<file path="config.mk">
export PLATFORM = sky130hd
export DESIGN_NAME = pack_unit_vector_16bit_unit
export DESIGN_NICKNAME = d
export VERILOG_FILES = /design/src/rtl/core/puv16_pkg.sv /design/src/rtl/core/pack_unit_vector_16bit_unit.sv
export VERILOG_INCLUDE_DIRS = /design/src /design/src/rtl/core
export SDC_FILE = /design/constraint.sdc
export NUM_CORES = 1
export LEC_CHECK = 0
export ABC_CLOCK_PERIOD_IN_PS = 6600
export CAP_MARGIN = 20
export CORE_ASPECT_RATIO = 0.75
export CORE_MARGIN = 2
export CORE_UTILIZATION = 59
export CTS_CLUSTER_DIAMETER = 40
export DETAILED_ROUTE_END_ITERATION = 10
export DONT_BUFFER_PORTS = 1
export PLACE_DENSITY = 0.87
export SYNTH_ARGS = -nofsm -noshare
export SYNTH_HDL_FRONTEND = slang
export SYNTH_SLANG_ARGS = --single-unit
</file>
<file path="constraint.sdc">
create_clock -name aclk -period 6.6 [get_ports aclk]
set_clock_uncertainty 0.05 [all_clocks]
set_input_delay 0.33 -clock aclk [delete_from_list [all_inputs] [get_ports aclk]]
set_output_delay 0.33 -clock aclk [all_outputs]
set_load 0.01 [all_outputs]
</file>
<file path="src/rtl/core/pack_unit_vector_16bit_unit_macros.svh">
// ----------------------------------------------------------------------------
// Assertion macros for the unit vector packer
// Shared property shapes, clocked on aclk, off while aresetn is low.
// ----------------------------------------------------------------------------
`ifndef PACK_UNIT_VECTOR_16BIT_UNIT_MACROS_SVH
`define PACK_UNIT_VECTOR_16BIT_UNIT_MACROS_SVH

// same-cycle implication
`define PUV_ASSERT_SAME(label, ante, cons, msg) \
    label: assert property (@(posedge aclk) disable iff (!aresetn) (ante) |-> (cons)) \
        else $error(msg);

// next-cycle implication
`define PUV_ASSERT_NEXT(label, ante, cons, msg) \
    label: assert property (@(posedge aclk) disable iff (!aresetn) (ante) |=> (cons)) \
        else $error(msg);

`endif

</file>
<file path="src/rtl/core/puv16_pkg.sv">
// ----------------------------------------------------------------------------
// puv16_pkg
// Types and constants for the 16-bit compressed unit vector packer.
// ----------------------------------------------------------------------------
package puv16_pkg;

    localparam int COMPONENT_WIDTH = 16;
    localparam int QUOT_BITS       = 7;   // quotient range 0..126
    localparam int CODE_WIDTH      = 16;

    localparam logic [QUOT_BITS-1:0] PLANE_SUM  = QUOT_BITS'(126);
    localparam logic [QUOT_BITS-1:0] FOLD_LIMIT = QUOT_BITS'(64);
    localparam logic [QUOT_BITS-1:0] FOLD_BASE  = QUOT_BITS'(127);

    typedef struct packed {
        logic signed [COMPONENT_WIDTH-1:0] comp_x;
        logic signed [COMPONENT_WIDTH-1:0] comp_y;
        logic signed [COMPONENT_WIDTH-1:0] comp_z;
    } puv16_in_t;

    typedef struct packed {
        logic [CODE_WIDTH-1:0] code;
        logic                  zero_vector;
    } puv16_out_t;

endpackage

</file>
<file path="src/rtl/core/pack_unit_vector_16bit_unit.sv">
// Pipeline: capture, sum, 7 divide stages, pack, each one registered.
// Throughput: one vector per cycle while the output is not stalled; the restoring
// divider yields one quotient bit per stage for x and y in parallel.
// Each stage holds its item while the stage after it is full and stalled.
// Reset: aresetn synchronous, active low, clears all stage valid bits.
// ----------------------------------------------------------------------------
// pack_unit_vector_16bit_unit
// Packs a signed 3D direction into a 16-bit octant/triangle code.
// ----------------------------------------------------------------------------
`include "pack_unit_vector_16bit_unit_macros.svh"

module pack_unit_vector_16bit_unit (
    input  logic                   aclk,
    input  logic                   aresetn,
    input  logic                   s_valid,
    output logic                   s_ready,
    input  puv16_pkg::puv16_in_t   s_payload,
    output logic                   m_valid,
    input  logic                   m_ready,
    output puv16_pkg::puv16_out_t  m_payload
);
    import puv16_pkg::*;

    localparam int CW = COMPONENT_WIDTH;
    localparam int SW = CW + 2;          // |x|+|y|+|z| <= 3*2^(CW-1)
    localparam int RW = CW + 7;          // holds 126*|a| and sum<<6
    localparam int QW = QUOT_BITS;

    // ------------------------------------------------------------------
    // Stage 0: sign/magnitude split
    // Magnitude is taken in CW unsigned bits, so the most negative
    // value maps to 2^(CW-1) exactly.
    // ------------------------------------------------------------------
    logic            s0_valid_reg;
    logic [CW-1:0]   s0_mag_x_reg, s0_mag_y_reg, s0_mag_z_reg;
    logic [2:0]      s0_sign_reg;
    logic            s0_ready;

    logic [CW-1:0]   raw_x, raw_y, raw_z;
    logic [CW-1:0]   mag_x_next, mag_y_next, mag_z_next;

    assign raw_x = s_payload.comp_x;
    assign raw_y = s_payload.comp_y;
    assign raw_z = s_payload.comp_z;

    assign mag_x_next = raw_x[CW-1] ? (~raw_x + CW'(1)) : raw_x;
    assign mag_y_next = raw_y[CW-1] ? (~raw_y + CW'(1)) : raw_y;
    assign mag_z_next = raw_z[CW-1] ? (~raw_z + CW'(1)) : raw_z;

    // ------------------------------------------------------------------
    // Divider pipeline. Index 0 is the sum/numerator stage; index j
    // (1..QW) has resolved quotient bit QW-j.
    // ------------------------------------------------------------------
    logic            dv_valid_reg [0:QW];
    logic [RW-1:0]   rem_x_reg    [0:QW];
    logic [RW-1:0]   rem_y_reg    [0:QW];
    logic [SW-1:0]   sum_reg      [0:QW];
    logic [QW-1:0]   qx_reg       [0:QW];
    logic [QW-1:0]   qy_reg       [0:QW];
    logic [2:0]      sign_reg     [0:QW];
    logic            zero_reg     [0:QW];
    logic            dv_ready     [0:QW];

    // Output register
    logic            m_valid_reg;
    puv16_out_t      m_payload_reg;
    logic            out_ready;

    // ------------------------------------------------------------------
    // Ready chain: a stage takes a new item when empty or when its
    // occupant moves on in the same cycle.
    // ------------------------------------------------------------------
    assign out_ready    = !m_valid_reg || m_ready;
    assign dv_ready[QW] = !dv_valid_reg[QW] || out_ready;

    for (genvar j = 0; j < QW; j++) begin : g_ready
        assign dv_ready[j] = !dv_valid_reg[j] || dv_ready[j+1];
    end

    assign s0_ready = !s0_valid_reg || dv_ready[0];
    assign s_ready  = s0_ready;

    // Stage 0 registers
    always_ff @(posedge aclk) begin
        if (!aresetn) begin
            s0_valid_reg <= 1'b0;
        end else if (s0_ready) begin
            s0_valid_reg <= s_valid;
        end
        if (s0_ready && s_valid) begin
            s0_mag_x_reg <= mag_x_next;
            s0_mag_y_reg <= mag_y_next;
            s0_mag_z_reg <= mag_z_next;
            s0_sign_reg  <= {raw_x[CW-1], raw_y[CW-1], raw_z[CW-1]};
        end
    end

    // ------------------------------------------------------------------
    // Stage 1: plane sum and numerators 126*|x|, 126*|y|
    // ------------------------------------------------------------------
    logic [SW-1:0] sum_next;
    logic [RW-1:0] num_x_next, num_y_next;

    assign sum_next   = SW'(s0_mag_x_reg) + SW'(s0_mag_y_reg) + SW'(s0_mag_z_reg);
    assign num_x_next = RW'(s0_mag_x_reg) * RW'(PLANE_SUM);
    assign num_y_next = RW'(s0_mag_y_reg) * RW'(PLANE_SUM);

    always_ff @(posedge aclk) begin
        if (!aresetn) begin
            dv_valid_reg[0] <= 1'b0;
        end else if (dv_ready[0]) begin
            dv_valid_reg[0] <= s0_valid_reg;
        end
        if (dv_ready[0] && s0_valid_reg) begin
            rem_x_reg[0] <= num_x_next;
            rem_y_reg[0] <= num_y_next;
            sum_reg[0]   <= sum_next;
            qx_reg[0]    <= '0;
            qy_reg[0]    <= '0;
            sign_reg[0]  <= s0_sign_reg;
            zero_reg[0]  <= (sum_next == '0);
        end
    end

    // ------------------------------------------------------------------
    // Restoring division, one quotient bit per stage, MSB first.
    // Quotient never exceeds 126, so seven bits cover it. A zero sum
    // yields junk here; the pack stage masks it.
    // ------------------------------------------------------------------
    for (genvar j = 1; j <= QW; j++) begin : g_div
        localparam int BIT = QW - j;

        logic [RW-1:0] trial;
        logic          ge_x, ge_y;

        assign trial = RW'(sum_reg[j-1]) << BIT;
        assign ge_x  = (rem_x_reg[j-1] >= trial);
        assign ge_y  = (rem_y_reg[j-1] >= trial);

        always_ff @(posedge aclk) begin
            if (!aresetn) begin
                dv_valid_reg[j] <= 1'b0;
            end else if (dv_ready[j]) begin
                dv_valid_reg[j] <= dv_valid_reg[j-1];
            end
            if (dv_ready[j] && dv_valid_reg[j-1]) begin
                rem_x_reg[j] <= ge_x ? (rem_x_reg[j-1] - trial) : rem_x_reg[j-1];
                rem_y_reg[j] <= ge_y ? (rem_y_reg[j-1] - trial) : rem_y_reg[j-1];
                qx_reg[j]    <= {qx_reg[j-1][QW-2:0], ge_x};
                qy_reg[j]    <= {qy_reg[j-1][QW-2:0], ge_y};
                sum_reg[j]   <= sum_reg[j-1];
                sign_reg[j]  <= sign_reg[j-1];
                zero_reg[j]  <= zero_reg[j-1];
            end
        end
    end

    // ------------------------------------------------------------------
    // Pack stage: fold upper triangle (xq >= 64) as 127-v, then
    // {signs, x[5:0], y[6:0]}. Zero vector forces code 0.
    // ------------------------------------------------------------------
    logic [QW-1:0] qx_fin, qy_fin;
    logic          fold;
    logic [QW-1:0] fx, fy;
    puv16_out_t    pack_next;

    assign qx_fin = qx_reg[QW];
    assign qy_fin = qy_reg[QW];
    assign fold   = (qx_fin >= FOLD_LIMIT);
    assign fx     = fold ? (FOLD_BASE - qx_fin) : qx_fin;
    assign fy     = fold ? (FOLD_BASE - qy_fin) : qy_fin;

    always_comb begin
        pack_next.zero_vector = zero_reg[QW];
        if (zero_reg[QW]) begin
            pack_next.code = '0;
        end else begin
            pack_next.code = {sign_reg[QW], fx[QW-2:0], fy};
        end
    end

    always_ff @(posedge aclk) begin
        if (!aresetn) begin
            m_valid_reg <= 1'b0;
        end else if (out_ready) begin
            m_valid_reg <= dv_valid_reg[QW];
        end
        if (out_ready && dv_valid_reg[QW]) begin
            m_payload_reg <= pack_next;
        end
    end

    assign m_valid   = m_valid_reg;
    assign m_payload = m_payload_reg;

    // ------------------------------------------------------------------
    // Assertions
    // ------------------------------------------------------------------
    // x and y shares of the plane never exceed the plane sum together
    `PUV_ASSERT_SAME(a_quot_sum, dv_valid_reg[QW] && !zero_reg[QW], (8'(qx_fin) + 8'(qy_fin)) <= 8'(PLANE_SUM), "quotients exceed plane sum")
    // division fully resolved: remainders below divisor
    `PUV_ASSERT_SAME(a_rem_low, dv_valid_reg[QW] && !zero_reg[QW], (rem_x_reg[QW] < RW'(sum_reg[QW])) && (rem_y_reg[QW] < RW'(sum_reg[QW])), "divider remainder not below sum")
    // a finished quotient moving into the output register shows up as valid
    `PUV_ASSERT_NEXT(a_out_load, dv_valid_reg[QW] && out_ready, m_valid_reg, "output stage lost an item")
    // zero vector always carries an all-zero code
    `PUV_ASSERT_SAME(a_zero_code, m_valid && m_payload.zero_vector, m_payload.code == '0, "zero vector with nonzero code")

endmodule

</file>
==> impl_metrics.json, run 1 <==
{
  "crit_start": "s0_mag_y_reg[3]",
  "yosysUniqueCellTypes": 95,
  "syn_area_per_cell_um2": 11.4,
  "clkTransAtPathRegs_ns": 0.06,
  "cts_tree": "done",
  "drtAntennaViolNets": 0,
  "drc": 0,
  "setup_ws_ns": 1.55,
  "synth.area.top_cells": "edfxtp_1, ha_1, fa_1",
  "seqPwrFrac": 0.328,
  "path_class": "reg2reg",
  "dr.first_iter.drc_count": 1942,
  "crit_required_ns": 6.92,
  "clkPwrFrac": 0.273,
  "synth_top_cell_by_area": "edfxtp_1",
  "cts_made_buffers": 77,
  "p_leak_nw": 16.8,
  "hold_start": "s_payload[2]",
  "die_w_um": 298,
  "fin_nets": 3971,
  "top_level_ports": 71,
  "grt_pass1_wl_um": 137000,
  "cp_max_fo": 4,
  "pre_cts_ws_ns": 1.63,
  "die-area_um2": 66900,
  "synthFlopType": "edfxtp_1",
  "arrival_ns": 5.37,
  "fillCellCount": 4470,
  "htree_num_levels": 3,
  "drive_above_1_share": 0.0761,
  "synth_cells": 3360,
  "slew_headroom": 0.255,
  "syn_area_um2": 38200,
  "first_global_vias": 26500,
  "p_int_mw": 10.0,
  "min_path_type": "in2reg",
  "overflow": 0,
  "synth.most_common_cell": "edfxtp_1",
  "viasPerCell": 5.93,
  "async_flop_share": 0,
  "rsz0062_at_grt": "no",
  "drtPass1Iterations": 7,
  "setup_violations": 0,
  "synthTopCellsByCount": "edfxtp_1, inv_1, ha_1, nor2_1, a21oi_1",
  "die_h_um": 224,
  "power_density_nw_per_um2": 360,
  "yosysSeqAreaShare": 0.471,
  "hold_buffers": 63,
  "drv_cap": 0,
  "power_frac_comb": 0.398,
  "clockBufferDepth": 3,
  "clock_latency_ns": 0.62,
  "area_growth_pct": 11.2,
  "grt_use_total": 0.260,
  "fin_setup_tns_ns": 0,
  "cts_root_buf": "clkbuf_16",
  "post_cts_buffers": 0,
  "r2r_cells": 17,
  "finalPower_mw": 15.3,
  "switching_power_mw": 5.29,
  "yosysTopAreaCellShare": 0.469,
  "startpoint_type": "flip-flop",
  "drv_slew": 0,
  "fmax_mhz": 198,
  "grt_max_degree": 75,
  "end_kind": "flip-flop",
  "port_buffers": 0,
  "ys_ff_latch": 600,
  "place.gp.congestion": 0.999,
  "switching_share": 0.346,
  "synth_edf_count": 597,
  "ir_worst_vdd_mv": 0.296,
  "fin_hold_ws_ns": 0.0303,
  "routedWlPerCell_um": 19.5,
  "min_period_over_period": 0.765,
  "cts_sinks": 600,
  "yosysWarnings": 0,
  "syn_nets": 3856,
  "holdPathStages": 4,
  "rows": 80,
  "vias": 26100,
  "antenna_found_initial": 1,
  "routed_wl_um": 85900,
  "cts_resized": 0,
  "worst_pin_slew_ns": 1.11,
  "coreArea_um2": 63900,
  "timing.rr.start": "s0_mag_y_reg[3]",
  "finalHoldViolCount": 0,
  "hpwlAfterDp_um": 63000,
  "fin_crit_ns": 5.05,
  "initial_utilization": 0.599,
  "outcome": "complete, no violations"
}
final cells by class:
type / instances / area (um^2) / area share
inverters: 356 / 1340 / 0.0314
clock inverters: 50 / 533 / 0.0125
clock buffers: 89 / 2060 / 0.0484
diodes: 1 / 2.50 / 0.0000588
repair buffers: 81 / 791 / 0.0186
multi-input cells: 2359 / 18700 / 0.441
well taps: 861 / 1080 / 0.0253
flip-flops and latches: 600 / 18000 / 0.423
per-stage QoR:
| step | instances | cell area (um^2) | util |
|---|---|---|---|
| floorplan | 3360 | 38200 | - |
| global placement | 4191 | 39300 | 0.615 |
| detailed placement | 4192 | 39300 | 0.615 |
| CTS | 4394 | 42500 | 0.666 |
| global route | 4397 | 42500 | 0.666 |
| finish | 4397 | 42500 | 0.666 |
layer usage:
| metal | share of wire | GRT usage | up-vias |
|---|---|---|---|
| met3 | 0.050 | 0.0360 | 266 |
| met2 | 0.49 | 0.458 | 941 |
| met1 | 0.40 | 0.311 | 12400 |
| li1 | - | - | 12500 |
| met5 | 0 | 0 | - |
| met4 | 0.057 | 0.139 | 0 |
power groups by stage:
stage / registers, mW / logic (mW) / clock network, mW
global placement: 5.07 / 5.68 / 0
floorplan: 4.99 / 4.76 / 0
finish: 5.02 / 6.09 / 4.18
detailed placement: 5.09 / 5.87 / 0
global route: 5.04 / 6.77 / 4.38
CTS: 5.01 / 6.00 / 4.23
cell families after synthesis:
kind of cell	Yosys count	share of synthesized area
XOR/XNOR	268	0.0614
AO/OA/AOI/OAI	749	0.128
multiplexers	93	0.0277
AND/OR/NAND/NOR	805	0.103
flip-flops	600	0.471
buffers and inverters	401	0.0418
adder cells (fa/ha/maj)	444	0.168
worst paths after layout:
| check | to | slack [ns] |
|---|---|---|
| max | rem_y_reg[0][22] | 1.55 |
| min | s0_mag_z_reg[6] | 0.03 |
| max reg2reg | rem_y_reg[0][22] | 1.55 |
| min reg2reg | qy_reg[1][3] | 0.35 |
worst max-delay path, cell delays in order, from the launching register on:
cell	delay [ns]
edfxtp_1	0.48
inv_1	0.10
fa_1	0.60
inv_1	0.08
fa_1	0.47
inv_1	0.05
fa_1	0.50
inv_1	0.04
ha_1	0.31
nor2b_1	0.16
o21a_1	0.19
a311o_1	0.39
o31a_1	0.29
a41oi_1	0.29
a21oi_1	0.14
a211oi_1	0.36
a21oi_1	0.15
xnor2_1	0.14
cells in the final DEF, fill, tap and decap left out, types with 13 or more instances in the layout:
master         synthesis  final
edfxtp_1             597    597
inv_1                354    354
ha_1                 329    329
nor2_1               237    237
a21oi_1              228    227
xnor2_1              183    183
nand2_1              182    182
o21ai_0              157    157
fa_1                 115    115
xor2_1                85     85
clkbuf_16              0     81
a21o_1                73     73
nor3_1                72     72
mux2_2                68     68
dlygate4sd3_1          0     65
o21a_1                64     64
nand2b_1              53     53
nor2b_1               55     51
nand3_1               45     45
nand4_1               29     29
a211oi_1              24     24
or3_1                 24     24
nor4_1                23     23
o31ai_1               23     22
o21bai_1              17     17
and3_1                16     16
buf_4                  2     15
and2_1                16     14
a31oi_1               14     13
mux2i_1               13     13
Power figures use the tool's default switching activity.
==> run 2: changes to the inputs <==
--- a/config.mk
+++ b/config.mk
@@ -6,15 +6,15 @@
 export SDC_FILE = /design/constraint.sdc
 export NUM_CORES = 1
 export LEC_CHECK = 0
-export ABC_CLOCK_PERIOD_IN_PS = 6600
+export ABC_CLOCK_PERIOD_IN_PS = 5300
 export CAP_MARGIN = 20
 export CORE_ASPECT_RATIO = 0.75
 export CORE_MARGIN = 2
-export CORE_UTILIZATION = 59
+export CORE_UTILIZATION = 65
 export CTS_CLUSTER_DIAMETER = 40
 export DETAILED_ROUTE_END_ITERATION = 10
 export DONT_BUFFER_PORTS = 1
-export PLACE_DENSITY = 0.87
+export PLACE_DENSITY = 0.9
 export SYNTH_ARGS = -nofsm -noshare
 export SYNTH_HDL_FRONTEND = slang
 export SYNTH_SLANG_ARGS = --single-unit
==> constraint.sdc (replaced) <==
create_clock -name aclk -period 5.3 [get_ports aclk]
set_clock_uncertainty 0.05 [all_clocks]
set_input_delay 0.265 -clock aclk [delete_from_list [all_inputs] [get_ports aclk]]
set_output_delay 0.265 -clock aclk [all_outputs]
set_load 0.01 [all_outputs]
==> run 2 against run 1 <==
Compared with the run above:
- cell count is 1.6% lower
- the flow now finishes with violations (design-rule violations)
- first-iteration DRC count is 31% higher
- utilization is 7.1 points higher
- largest power group unchanged
- via count is 3.1% higher
- critical path depth stayed put
- maximum frequency is 0.19% lower
- sequential power is 24% higher
- sequential share of layout area is 0.094 points lower
- count of clock-buffer cells in the layout is 4 lower
- clock power is 30% higher
==> impl_metrics.json, run 2 (synthesis results as in run 1) <==
{
  "fillCellCount": 3552,
  "drv_slew": 0,
  "slowest_stage": "fa_1",
  "cts_sinks": 600,
  "r2r_cells": 17,
  "mostFrequentLayoutCells": "edfxtp_1, inv_1, ha_1",
  "p_leak_nw": 16.9,
  "min_period_over_period": 0.955,
  "fin_hold_ws_ns": 0.0853,
  "grt_max_degree": 75,
  "routedWlPerCell_um": 21.2,
  "cts_made_buffers": 73,
  "fmax_mhz": 198,
  "drive_above_1_share": 0.0759,
  "coreArea_um2": 57800,
  "vias": 26900,
  "initial_utilization": 0.661,
  "timing.rr.start": "s0_mag_y_reg[3]",
  "place_area_um2": 39200,
  "place.gp.congestion": 0.971,
  "clkTransAtPathRegs_ns": 0.06,
  "clock_latency_ns": 0.64,
  "rows": 76,
  "drc": 1,
  "rsz0062_at_grt": "no",
  "finalPower_mw": 19.6,
  "hold_start": "s_payload[18]",
  "worst_pin_slew_ns": 0.955,
  "htree_num_levels": 3,
  "setup_violations": 0,
  "post_cts_buffers": 0,
  "first_global_vias": 27700,
  "grt_pass1_wl_um": 145000,
  "hpwlAfterDp_um": 63900,
  "dr.first_iter.drc_count": 2539,
  "top_level_ports": 71,
  "viasPerCell": 6.22,
  "cts_tree": "done",
  "drv_cap": 0,
  "clockBufferDepth": 3,
  "path_cells": "inv_1 -> fa_1 -> inv_1 -> fa_1 -> inv_1 -> fa_1 -> inv_1 -> ha_1 -> nor2b_1 -> o21a_1 -> a311o_1 -> o31a_1 -> a41oi_1 -> a21oi_1 -> a211oi_1 -> a21oi_1 -> xnor2_1",
  "crit_required_ns": 5.63,
  "ir_worst_vdd_mv": 0.446,
  "rr_endpoint": "rem_y_reg[0][22]",
  "overflow": 0,
  "seq_area_um2": 18000,
  "fin_area_um2": 42600,
  "hold_end": "s0_mag_y_reg[5]",
  "die_h_um": 214,
  "antenna_found_initial": 4,
  "startpoint_type": "flip-flop",
  "min_path_type": "in2reg",
  "slowest_delay_ns": 0.60,
  "cp_max_fo": 4,
  "violations": "design-rule violations",
  "fin_nets": 3979,
  "outcome": "finished with violations",
  "die-area_um2": 60800,
  "drtAntennaViolNets": 0,
  "fin_util": 0.737,
  "power_density_nw_per_um2": 461,
  "cpMostUsedCell": "inv_1",
  "die_w_um": 284,
  "cts_root_buf": "clkbuf_16",
  "end_kind": "flip-flop",
  "path_class": "reg2reg",
  "final_common_cell": "edfxtp_1",
  "finalHoldViolCount": 0,
  "grt_use_total": 0.302,
  "holdPathStages": 3,
  "port_buffers": 0,
  "slew_headroom": 0.363,
  "area_growth_pct": 11.5,
  "multi_input_comb_area_um2": 18700,
  "rrSetupSlack_ns": 0.24,
  "arrival_ns": 5.39,
  "drtPass1Iterations": 11,
  "fin_crit_ns": 5.06,
  "routed_wl_um": 91500,
  "fin_setup_tns_ns": 0
}
[run 2: cell count changes in the layout (fill, tap and decap cells not counted), sizes merged]
| cell | previous run | this run |
|---|---|---|
| dlygate4sd3 | 65 | 75 |
| clkinvlp | 5 | 3 |
| buf | 16 | 18 |
| bufinv | 5 | 13 |
| diode | 1 | 2 |
| inv | 370 | 372 |
| clkbuf | 89 | 85 |
| clkinv | 26 | 19 |
[run 2: metal layers]
metal,track usage,share of wire,up-vias
met5,0,0,-
met4,0.196,0.072,0
met3,0.0427,0.061,341
met2,0.519,0.49,1253
met1,0.357,0.38,12800
li1,-,-,12500
[run 2: worst max-delay path by stage]
stage | slack (ns) | endpoint | start | cells after the start
5_1_grt | 0.02 | rem_y_reg[0][22] | s0_mag_y_reg[3] | 17
6_report | 0.24 | rem_y_reg[0][22] | s0_mag_y_reg[3] | 17
2_1_floorplan | 0.03 | dv_valid_reg[0][3] | m_valid | 6
4_1_cts | 0.31 | rem_y_reg[0][22] | s0_mag_y_reg[3] | 17
3_3_place_gp | 0.39 | rem_y_reg[0][22] | s0_mag_y_reg[3] | 17
3_5_place_dp | 0.40 | rem_y_reg[0][22] | s0_mag_y_reg[3] | 17
[run 2: power by group]
part	total, mW	switching (mW)	internal, mW
clock network	5.45	2.16	3.29
logic	7.95	4.52	3.43
registers	6.24	0.262	5.98
total	19.6	6.94	12.7
[run 2: final cells by class]
cell class,count,area share
Multi-Input combinational cell,2359,0.440
Clock buffer,85,0.0444
Tap cell,780,0.0229
Clock inverter,51,0.0182
Timing Repair Buffer,93,0.0213
Sequential cell,600,0.422
Antenna cell,2,0.000117
Inverter,356,0.0314
[run 2: what timing repair did]
item,CTS,global route
hold buffers,75,0
gates resized for setup,0,0
endpoints found under the hold margin,68,0
[run 2: worst max-delay path, delay by kind of cell (launching register included)]
family,cells,cell delay (ns)
adders and majority gates,4,1.87
DFF,1,0.50
xor gates and xnor gates,1,0.14
and+or+nand+nor,1,0.15
buffers and inverters,4,0.29
AOI/OAI and AO/OA,7,1.79
[run 2: metrics by stage]
stage | instances | setup slack, ns
after global placement | 4112 | 0.388
final | 4326 | 0.239
after floorplan | 3360 | 0.0307
after detailed placement | 4112 | 0.396
after CTS | 4323 | 0.314
after global routing | 4326 | 0.0247
